File: src/sv/cdes_pkg.sv
`timescale 1ns / 1ps
// Shared types, constants and the month table of the civil date to epoch seconds core.
package cdes_pkg;

	localparam int YEAR_W   = 14;
	localparam int MONTH_W  = 4;
	localparam int FIELD_W  = 7;
	localparam int WORD_W   = 32;
	localparam int DBM_W    = 9;
	localparam int TOD_W    = 20;
	localparam int QUOT_W   = 8;
	localparam int YDAYS_W  = 23;
	localparam int LEAPS_W  = 12;

	localparam int MONTH_FIRST = 1;
	localparam int MONTH_FEB   = 2;
	localparam int MONTH_LAST  = 12;

	localparam int DAYS_PER_YEAR  = 365;
	localparam int SECS_PER_DAY   = 86400;
	localparam int SECS_PER_HOUR  = 3600;
	localparam int SECS_PER_MIN   = 60;

	// floor(n / 100) == (n * RECIP100) >> RECIP_SHIFT for every 14-bit n
	localparam int RECIP_W     = 20;
	localparam int RECIP100    = 671089;
	localparam int RECIP_SHIFT = 26;
	localparam int CENTURY     = 100;

	localparam int QUEUE_DEPTH = 2;

	typedef struct packed {
		logic [YEAR_W-1:0]  year;
		logic [MONTH_W-1:0] month;
		logic [FIELD_W-1:0] day;
		logic [FIELD_W-1:0] hour;
		logic [FIELD_W-1:0] minute;
		logic [FIELD_W-1:0] second;
		logic [WORD_W-1:0]  current_clock;
	} req_t;

	typedef struct packed {
		logic [WORD_W-1:0] epoch_seconds;
		logic [WORD_W-1:0] new_offset;
		logic              bad_date;
	} rsp_t;

	// Classified request, as held in the queue between front and back.
	typedef struct packed {
		logic [YEAR_W-1:0]  year;
		logic [FIELD_W-1:0] day;
		logic [DBM_W-1:0]   dbm;
		logic               past_feb;
		logic [TOD_W-1:0]   tod;
		logic [WORD_W-1:0]  now;
		logic               bad;
	} work_t;

	// Days before the month in a common year.
	function automatic logic [DBM_W-1:0] days_before_month(input logic [MONTH_W-1:0] month);
		logic [DBM_W-1:0] d;
		case (month)
			4'd1:    d = 9'd0;
			4'd2:    d = 9'd31;
			4'd3:    d = 9'd59;
			4'd4:    d = 9'd90;
			4'd5:    d = 9'd120;
			4'd6:    d = 9'd151;
			4'd7:    d = 9'd181;
			4'd8:    d = 9'd212;
			4'd9:    d = 9'd243;
			4'd10:   d = 9'd273;
			4'd11:   d = 9'd304;
			4'd12:   d = 9'd334;
			default: d = 9'd0;
		endcase
		return d;
	endfunction

endpackage

File: src/sv/cdes_front.sv
`timescale 1ns / 1ps
// Front end: checks the month, looks up days before the month and sums the time of day.
module cdes_front (
	input  cdes_pkg::req_t  req,
	output cdes_pkg::work_t work
);

	logic [cdes_pkg::TOD_W-1:0] hour_secs;
	logic [cdes_pkg::TOD_W-1:0] min_secs;

	assign hour_secs = cdes_pkg::TOD_W'(req.hour) * cdes_pkg::TOD_W'(cdes_pkg::SECS_PER_HOUR);
	assign min_secs  = cdes_pkg::TOD_W'(req.minute) * cdes_pkg::TOD_W'(cdes_pkg::SECS_PER_MIN);

	always_comb begin
		work.year     = req.year;
		work.day      = req.day;
		work.dbm      = cdes_pkg::days_before_month(req.month);
		work.past_feb = (req.month > cdes_pkg::MONTH_W'(cdes_pkg::MONTH_FEB));
		work.tod      = hour_secs + min_secs + cdes_pkg::TOD_W'(req.second);
		work.now      = req.current_clock;
		work.bad      = !(req.month inside {[cdes_pkg::MONTH_FIRST:cdes_pkg::MONTH_LAST]});
	end

endmodule

File: src/sv/cdes_queue.sv
`timescale 1ns / 1ps
// Short queue of classified requests between the front and the back.
module cdes_queue (
	input  logic            clk,
	input  logic            arst_n,
	input  logic            push,
	input  cdes_pkg::work_t wdata,
	output logic            full,
	input  logic            pop,
	output cdes_pkg::work_t rdata,
	output logic            avail
);

	localparam int PTR_W = $clog2(cdes_pkg::QUEUE_DEPTH);
	localparam int CNT_W = $clog2(cdes_pkg::QUEUE_DEPTH + 1);

	cdes_pkg::work_t   entry_q [cdes_pkg::QUEUE_DEPTH];
	logic [PTR_W-1:0]  wr_ptr_q;
	logic [PTR_W-1:0]  rd_ptr_q;
	logic [CNT_W-1:0]  count_q;

	assign full  = (count_q == CNT_W'(cdes_pkg::QUEUE_DEPTH));
	assign avail = (count_q != '0);
	assign rdata = entry_q[rd_ptr_q];

	function automatic logic [PTR_W-1:0] next_ptr(input logic [PTR_W-1:0] p);
		return (p == PTR_W'(cdes_pkg::QUEUE_DEPTH - 1)) ? '0 : p + PTR_W'(1);
	endfunction

	always_ff @(posedge clk) begin
		if (push) begin
			entry_q[wr_ptr_q] <= wdata;
		end
	end

	always_ff @(posedge clk or negedge arst_n) begin
		if (!arst_n) begin
			wr_ptr_q <= '0;
			rd_ptr_q <= '0;
			count_q  <= '0;
		end else begin
			if (push) begin
				wr_ptr_q <= next_ptr(wr_ptr_q);
			end
			if (pop) begin
				rd_ptr_q <= next_ptr(rd_ptr_q);
			end
			if (push && !pop) begin
				count_q <= count_q + CNT_W'(1);
			end else if (pop && !push) begin
				count_q <= count_q - CNT_W'(1);
			end
		end
	end

endmodule

File: src/sv/cdes_back.sv
`timescale 1ns / 1ps
// Back end: sequencer that counts days, scales to seconds and updates the clock offset.
module cdes_back #(
	parameter int EPOCH_YEAR = 1970
) (
	input  logic                          clk,
	input  logic                          arst_n,
	input  cdes_pkg::work_t               q_data,
	input  logic                          q_avail,
	output logic                          q_pop,
	output logic                          rsp_valid,
	input  logic                          rsp_stall,
	output cdes_pkg::rsp_t                rsp,
	output logic [cdes_pkg::WORD_W-1:0]   offset
);

	localparam int EPOCH_LEAPS = (EPOCH_YEAR - 1) / 4 - (EPOCH_YEAR - 1) / 100
	                           + (EPOCH_YEAR - 1) / 400;
	localparam int PROD_W = cdes_pkg::YEAR_W + cdes_pkg::RECIP_W;
	localparam int DSEC_W = cdes_pkg::WORD_W + 17;

	typedef enum logic [7:0] {
		ST_IDLE  = 8'b0000_0001,
		ST_QA    = 8'b0000_0010,
		ST_QB    = 8'b0000_0100,
		ST_YDAYS = 8'b0000_1000,
		ST_SUM   = 8'b0001_0000,
		ST_MUL   = 8'b0010_0000,
		ST_TOD   = 8'b0100_0000,
		ST_DONE  = 8'b1000_0000
	} state_t;

	state_t                            state_q;
	cdes_pkg::work_t                   w_q;
	logic [cdes_pkg::QUOT_W-1:0]       qa_q;
	logic [cdes_pkg::QUOT_W-1:0]       qb_q;
	logic                              leap_q;
	logic [cdes_pkg::YDAYS_W-1:0]      ydays_q;
	logic [cdes_pkg::WORD_W-1:0]       acc_q;
	logic [cdes_pkg::WORD_W-1:0]       offset_q;
	cdes_pkg::rsp_t                    rsp_q;
	logic                              rsp_valid_q;

	logic [cdes_pkg::YEAR_W-1:0]       year_m1;
	logic [cdes_pkg::YEAR_W-1:0]       div_in;
	logic [PROD_W-1:0]                 div_prod;
	logic [cdes_pkg::QUOT_W-1:0]       quot;
	logic                              cent_year;
	logic [cdes_pkg::LEAPS_W-1:0]      leaps;
	logic [cdes_pkg::YEAR_W-1:0]       nyears;
	logic [cdes_pkg::YDAYS_W-1:0]      ydays;
	logic [DSEC_W-1:0]                 day_secs;
	logic                              out_free;
	logic [cdes_pkg::WORD_W-1:0]       uptime;

	assign year_m1 = w_q.year - cdes_pkg::YEAR_W'(1);

	// One reciprocal multiplier, shared by year/100 and (year-1)/100
	assign div_in   = (state_q == ST_QA) ? w_q.year : year_m1;
	assign div_prod = PROD_W'(div_in) * PROD_W'(cdes_pkg::RECIP100);
	assign quot     = div_prod[cdes_pkg::RECIP_SHIFT +: cdes_pkg::QUOT_W];

	assign cent_year = (w_q.year == cdes_pkg::YEAR_W'(cdes_pkg::YEAR_W'(qa_q)
	                                 * cdes_pkg::YEAR_W'(cdes_pkg::CENTURY)));

	assign leaps = cdes_pkg::LEAPS_W'(year_m1 >> 2) - cdes_pkg::LEAPS_W'(qb_q)
	             + cdes_pkg::LEAPS_W'(qb_q >> 2);
	assign nyears = w_q.year - cdes_pkg::YEAR_W'(EPOCH_YEAR);
	assign ydays  = cdes_pkg::YDAYS_W'(cdes_pkg::YDAYS_W'(nyears)
	              * cdes_pkg::YDAYS_W'(cdes_pkg::DAYS_PER_YEAR))
	              + cdes_pkg::YDAYS_W'(leaps) - cdes_pkg::YDAYS_W'(EPOCH_LEAPS);

	assign day_secs = DSEC_W'(acc_q) * DSEC_W'(cdes_pkg::SECS_PER_DAY);
	assign out_free = !rsp_valid_q || !rsp_stall;
	assign uptime   = w_q.now - offset_q;

	assign q_pop     = (state_q == ST_IDLE) && q_avail;
	assign rsp_valid = rsp_valid_q;
	assign rsp       = rsp_q;
	assign offset    = offset_q;

	always_ff @(posedge clk) begin
		case (state_q)
			ST_IDLE: begin
				if (q_avail) begin
					w_q <= q_data;
				end
			end
			ST_QA: begin
				qa_q <= quot;
			end
			ST_QB: begin
				qb_q   <= quot;
				leap_q <= ((w_q.year[1:0] == 2'b00) && !cent_year)
				       || (cent_year && (qa_q[1:0] == 2'b00));
			end
			ST_YDAYS: begin
				ydays_q <= (w_q.year > cdes_pkg::YEAR_W'(EPOCH_YEAR)) ? ydays : '0;
			end
			ST_SUM: begin
				acc_q <= cdes_pkg::WORD_W'(ydays_q) + cdes_pkg::WORD_W'(w_q.dbm)
				       + cdes_pkg::WORD_W'(leap_q && w_q.past_feb)
				       + cdes_pkg::WORD_W'(w_q.day) - cdes_pkg::WORD_W'(1);
			end
			ST_MUL: begin
				acc_q <= day_secs[cdes_pkg::WORD_W-1:0];
			end
			ST_TOD: begin
				acc_q <= acc_q + cdes_pkg::WORD_W'(w_q.tod);
			end
			ST_DONE: begin
				if (out_free) begin
					if (w_q.bad) begin
						rsp_q.epoch_seconds <= '0;
						rsp_q.new_offset    <= offset_q;
						rsp_q.bad_date      <= 1'b1;
					end else begin
						rsp_q.epoch_seconds <= acc_q;
						rsp_q.new_offset    <= acc_q - uptime;
						rsp_q.bad_date      <= 1'b0;
					end
				end
			end
			default: begin
			end
		endcase
	end

	always_ff @(posedge clk or negedge arst_n) begin
		if (!arst_n) begin
			state_q     <= ST_IDLE;
			offset_q    <= '0;
			rsp_valid_q <= 1'b0;
		end else begin
			// drop the beat once taken, unless a new one loads behind it
			if (rsp_valid_q && !rsp_stall && (state_q != ST_DONE)) begin
				rsp_valid_q <= 1'b0;
			end
			case (state_q)
				ST_IDLE: begin
					if (q_avail) begin
						state_q <= q_data.bad ? ST_DONE : ST_QA;
					end
				end
				ST_QA:    state_q <= ST_QB;
				ST_QB:    state_q <= ST_YDAYS;
				ST_YDAYS: state_q <= ST_SUM;
				ST_SUM:   state_q <= ST_MUL;
				ST_MUL:   state_q <= ST_TOD;
				ST_TOD:   state_q <= ST_DONE;
				ST_DONE: begin
					// hold until the output register can take the beat
					if (out_free) begin
						if (!w_q.bad) begin
							offset_q <= acc_q - uptime;
						end
						rsp_valid_q <= 1'b1;
						state_q     <= ST_IDLE;
					end
				end
				default: state_q <= ST_IDLE;
			endcase
		end
	end

endmodule

File: src/sv/civil_date_to_epoch_seconds_core.sv
`timescale 1ns / 1ps
// Top level of the civil date to epoch seconds core.
// Each request beat carries a decimal date, time of day and the present clock reading; each
// yields exactly one result beat with the target time in seconds since January 1 of
// EPOCH_YEAR (modulo 2^32), the clock offset after the request and a bad-date flag for a
// month outside 1 to 12, in which case the offset is kept. The front end classifies a
// request in the cycle it is accepted and places it in a two-entry queue; the back end
// works through it with one shared reciprocal multiplier and one day-to-seconds multiply.
// A valid request steps the back-end sequencer through QA, QB, YDAYS, SUM, MUL, TOD and DONE,
// a bad date goes straight to DONE, and a new request leaves the queue only in idle. Results
// wait in an output register, and the queue keeps taking requests while a result is stalled.
module civil_date_to_epoch_seconds_core #(
	parameter int EPOCH_YEAR = 1970
) (
	input  logic           clk,
	input  logic           arst_n,
	input  logic           req_valid,
	output logic           req_stall,
	input  cdes_pkg::req_t req,
	output logic           rsp_valid,
	input  logic           rsp_stall,
	output cdes_pkg::rsp_t rsp
);

	cdes_pkg::work_t                 front_work;
	cdes_pkg::work_t                 head;
	logic                            q_full;
	logic                            q_avail;
	logic                            q_pop;
	logic [cdes_pkg::WORD_W-1:0]     offset;

	cdes_front u_front (
		.req  (req),
		.work (front_work)
	);

	cdes_queue u_queue (
		.clk    (clk),
		.arst_n (arst_n),
		.push   (req_valid && !q_full),
		.wdata  (front_work),
		.full   (q_full),
		.pop    (q_pop),
		.rdata  (head),
		.avail  (q_avail)
	);

	assign req_stall = q_full;

	cdes_back #(
		.EPOCH_YEAR (EPOCH_YEAR)
	) u_back (
		.clk       (clk),
		.arst_n    (arst_n),
		.q_data    (head),
		.q_avail   (q_avail),
		.q_pop     (q_pop),
		.rsp_valid (rsp_valid),
		.rsp_stall (rsp_stall),
		.rsp       (rsp),
		.offset    (offset)
	);

	a_bad_date_zero: assert property (@(posedge clk) disable iff (!arst_n)
		rsp_valid && rsp.bad_date |-> rsp.epoch_seconds == '0)
		else $error("bad date result carries a nonzero time");

	a_offset_tracks: assert property (@(posedge clk) disable iff (!arst_n)
		rsp_valid |-> rsp.new_offset == offset)
		else $error("reported offset differs from the held offset");

endmodule
File: config.mk
export PLATFORM = sky130hd
export DESIGN_NAME = civil_date_to_epoch_seconds_core
export DESIGN_NICKNAME = d
export VERILOG_FILES = /design/src/sv/cdes_pkg.sv /design/src/sv/cdes_front.sv /design/src/sv/cdes_queue.sv /design/src/sv/cdes_back.sv /design/src/sv/civil_date_to_epoch_seconds_core.sv
export SDC_FILE = /design/constraint.sdc
export NUM_CORES = 2
export LEC_CHECK = 0
export ABC_AREA = 1
export BUFFER_PORTS_ARGS = -buffer_cell sky130_fd_sc_hd__buf_2
export CORE_MARGIN = 5
export CORE_UTILIZATION = 40
export CTS_CLUSTER_SIZE = 20
export DETAILED_ROUTE_END_ITERATION = 8
export SETUP_SLACK_MARGIN = 0.3
export SYNTH_ARGS = -nofsm -noshare
export SYNTH_HDL_FRONTEND = slang
export SYNTH_SLANG_ARGS = --single-unit
File: constraint.sdc
create_clock -name clk -period 8 [get_ports clk]
set_input_delay 0.8 -clock clk [delete_from_list [all_inputs] [get_ports clk]]
set_output_delay 0.8 -clock clk [all_outputs]
set_load 0.1 [all_outputs]
==> metrics.md <==
| Metric | Value |
|---|---|
| GRT overflow | `0` |
| Vias per cell | `4.99` |
| Routed Antenna Nets | `0` |
| Post-synth top area share | `a little under a third` |
| Pre-CTS WS | `0.703 ns` |
| Top_reg_cell synth | `edfxtp_1` |
| Setup crit start kind | `register` |
| Vias | `29378` |
| Post-Syn Nets | `about 5200` |
| Peak Freq | `0.141 GHz` |
| Status | `finished, final reports clean` |
| Seq/Total Area, Yosys | `33.1%` |
| Crit path kind | `reg -> reg` |
| Most frequent CP cell | `inv_1` |
| Cells after Synth | `around 4400` |
| Total Nets Final | `between 5000 and 6000` |
| Die Ht | `approximately 320 µm` |
| First-pass GRT wire length | `164000 µm` |
| Max cap viols | `0` |
| Ranking of synthesized cells by area | `edfxtp_1, ha_1, fa_1, nand2_1, inv_1` |
| RSZ-0062 raised after global routing | `false` |
| Period minus WS final | `~7.1 ns` |
| Synth cell types | `60` |
| Area leader, netlist | `edfxtp_1` |
| Largest net degree at the start of global routing | `61` |
| Total wire length | `105000 µm` |
| Core box area | `between 90000 and 100000 µm²` |
| Ports | `about 150` |
| Die W | `roughly 320 µm` |
| Synth Cell Area | `38700 µm²` |
| Initial drt markers | `~2000` |
| Port Buffers | `approximately 150` |
| Worst R2R Path Depth | `30` |
| Hold Vio Cnt, Final | `0` |
| Crit-path max cell delay | `approximately 0.53 ns` |
| Wire per inst | `17.9 µm` |
| Initial antenna violation count | `6` |
| Max H-tree Level | `2` |
| Slew HR | `around 32%` |
| CTS tree | `yes` |
| Critical path arrival | `around 7.5 ns` |
| Final setup margin | `~0.9 ns` |
| Full die area | `approximately 100000 µm²` |
| Hpwl dp | `~85000 µm` |
| DRC errors left | `0` |
| CTS Buf Count | `between 50 and 60` |
| Top post-synthesis cells by count | `nand2_1, inv_1, ha_1` |
| Vias in the first global route | `approximately 29000` |
| Row cnt | `114` |
| 1st-pass router iterations | `6` |
| Clk root buf | `clkbuf_16` |
| Critical-path top delay cell | `fa_1` |
| Clk pin slew, worst setup/hold paths | `~0.07 ns` |
| Synth warnings | `0` |
| Final Skew | `about 0.019 ns` |
| Placer congestion estimate | `between 0.9 and 1` |
| Post-synthesis async set-or-reset flop share | `just over 10%` |
| Area Growth Syn to Fin | `10.4%` |
| Critical Path End Type | `register` |
| Fraction of layout cells with a size suffix above 1 | `under 10%` |
| Setup violations, final | `0` |
| Initial Util | `~40%` |
| Min-delay worst type | `in -> async` |
| Number of flops mapped to enable cells by yosys | `~390` |
| Deepest clock path buffer count | `3` |
| Count leader, synth | `nand2_1` |
| CTS sink cnt | `434` |
| Slew at the pin with the worst max-slew slack | `between 1 and 1.5 ns` |
| Final period utilization | `between 80% and 90%` |
| Setup TNS | `0 ns` |
| Count of final max-slew check failures | `0` |
| Worst-path fanout max | `9` |
| #FFs+latches synth | `434` |
| Data required, critical path | `around 8.4 ns` |
| Worst skew pair latency | `a little over 0.6 ns` |
| Syn avg cell area | `8.81 µm²` |
| GRT Overall Usage | `~20%` |
[metrics by stage]
stage	cells	hold WS [ns]	area [µm²]	util, %
final	5886	0.318	42700	44.3
after global routing	5885	0.339	42700	44.3
after CTS	5885	0.298	42700	44.3
after detailed placement	5789	0.461	41000	42.6
after global placement	5789	0.462	41000	42.6
after floorplan	4387	0.424	38700	-
[routing by layer]
layer / GRT usage [%] / part of all wire (%) / vias up
met2: 33.7 / 47 / 753
met4: 5.58 / 2.8 / 2
met1: 28.1 / 45 / 13806
met5: 0 / 0.011 / -
li1: - / - / 14674
met3: 2.61 / 5.5 / 143
[cells in the final DEF (no fill, tap or decap), types with 19 or more instances in the layout]
cell type / n
a21o_1: 19
nor3_1: 42
xnor2_1: 53
nand4_1: 48
nor2_1: 268
clkbuf_16: 53
dfrtp_1: 43
o21a_1: 19
buf_4: 31
a21oi_1: 246
inv_1: 871
nand3_1: 215
nand2_1: 892
fa_1: 256
o21ai_0: 199
ha_1: 483
xor2_1: 77
buf_2: 148
or2_2: 25
edfxtp_1: 389
[worst paths after layout]
kind	startpoint	endpoint	slack [ns]
max	u_back.w_q[71]	u_back.qb_q[7]	0.90
min	arst_n	u_back.offset[12]	0.32
max reg2reg	u_back.w_q[71]	u_back.qb_q[7]	0.90
min reg2reg	u_back.state_q[5]	u_back.state_q[5]	0.47
max in group asynchronous	arst_n	u_queue.rd_ptr_q	7.16
min in group clk	req[77]	u_queue.entry_q[1][83]	0.37
[area by class of cell]
cell class / count / area [µm²]
Timing Repair Buffer: 179 / 973
Clock inverter: 34 / 275
Multi-Input combinational cell: 3020 / 22300
Inverter: 880 / 3300
Tap cell: 1276 / 1600
Sequential cell: 434 / 12800
Antenna cell: 1 / 2.50
Clock buffer: 62 / 1360
Fill cell: 9492 / 53600
[critical path, delay by kind of cell (launching register included)]
| family | cells | cell delay [ns] |
|---|---|---|
| adders and majority gates | 9 | 3.60 |
| buffers and inverters | 7 | 0.63 |
| xor gates and xnor gates | 1 | 0.19 |
| and+or+nand+nor | 9 | 1.15 |
| DFF | 1 | 0.46 |
| AOI/OAI and AO/OA | 4 | 0.82 |
[logic make-up after synthesis]
| family | count (synthesis) | share of synthesized area (%) |
|---|---|---|
| buffers and inverters | 933 | 9.20 |
| and+or+nand+nor | 1562 | 17.2 |
| adders and majority gates | 739 | 28.9 |
| AOI/OAI and AO/OA | 587 | 8.51 |
| xor gates and xnor gates | 132 | 3.03 |
| DFF | 434 | 33.1 |
[repair_timing]
action                                  4_1_cts  5_1_grt
hold buffers                                  0        0
buffers inserted                              0        0
endpoints found under the setup margin        0        8
resized for setup                             0        2
[registers in the layout (all words and copies together), names as in the netlist, 2 cells and up]
signal           cells
u_queue.entry_q    168
u_back.w_q          84
u_back.rsp          65
u_back.acc_q        32
u_back.offset       32
u_back.ydays_q      23
u_back.qa_q          8
u_back.qb_q          8
u_back.state_q       8
u_queue.count_q      2
Power is not shown: default switching activity piles up to over one toggle a cycle in this logic, so the estimate is an artifact.
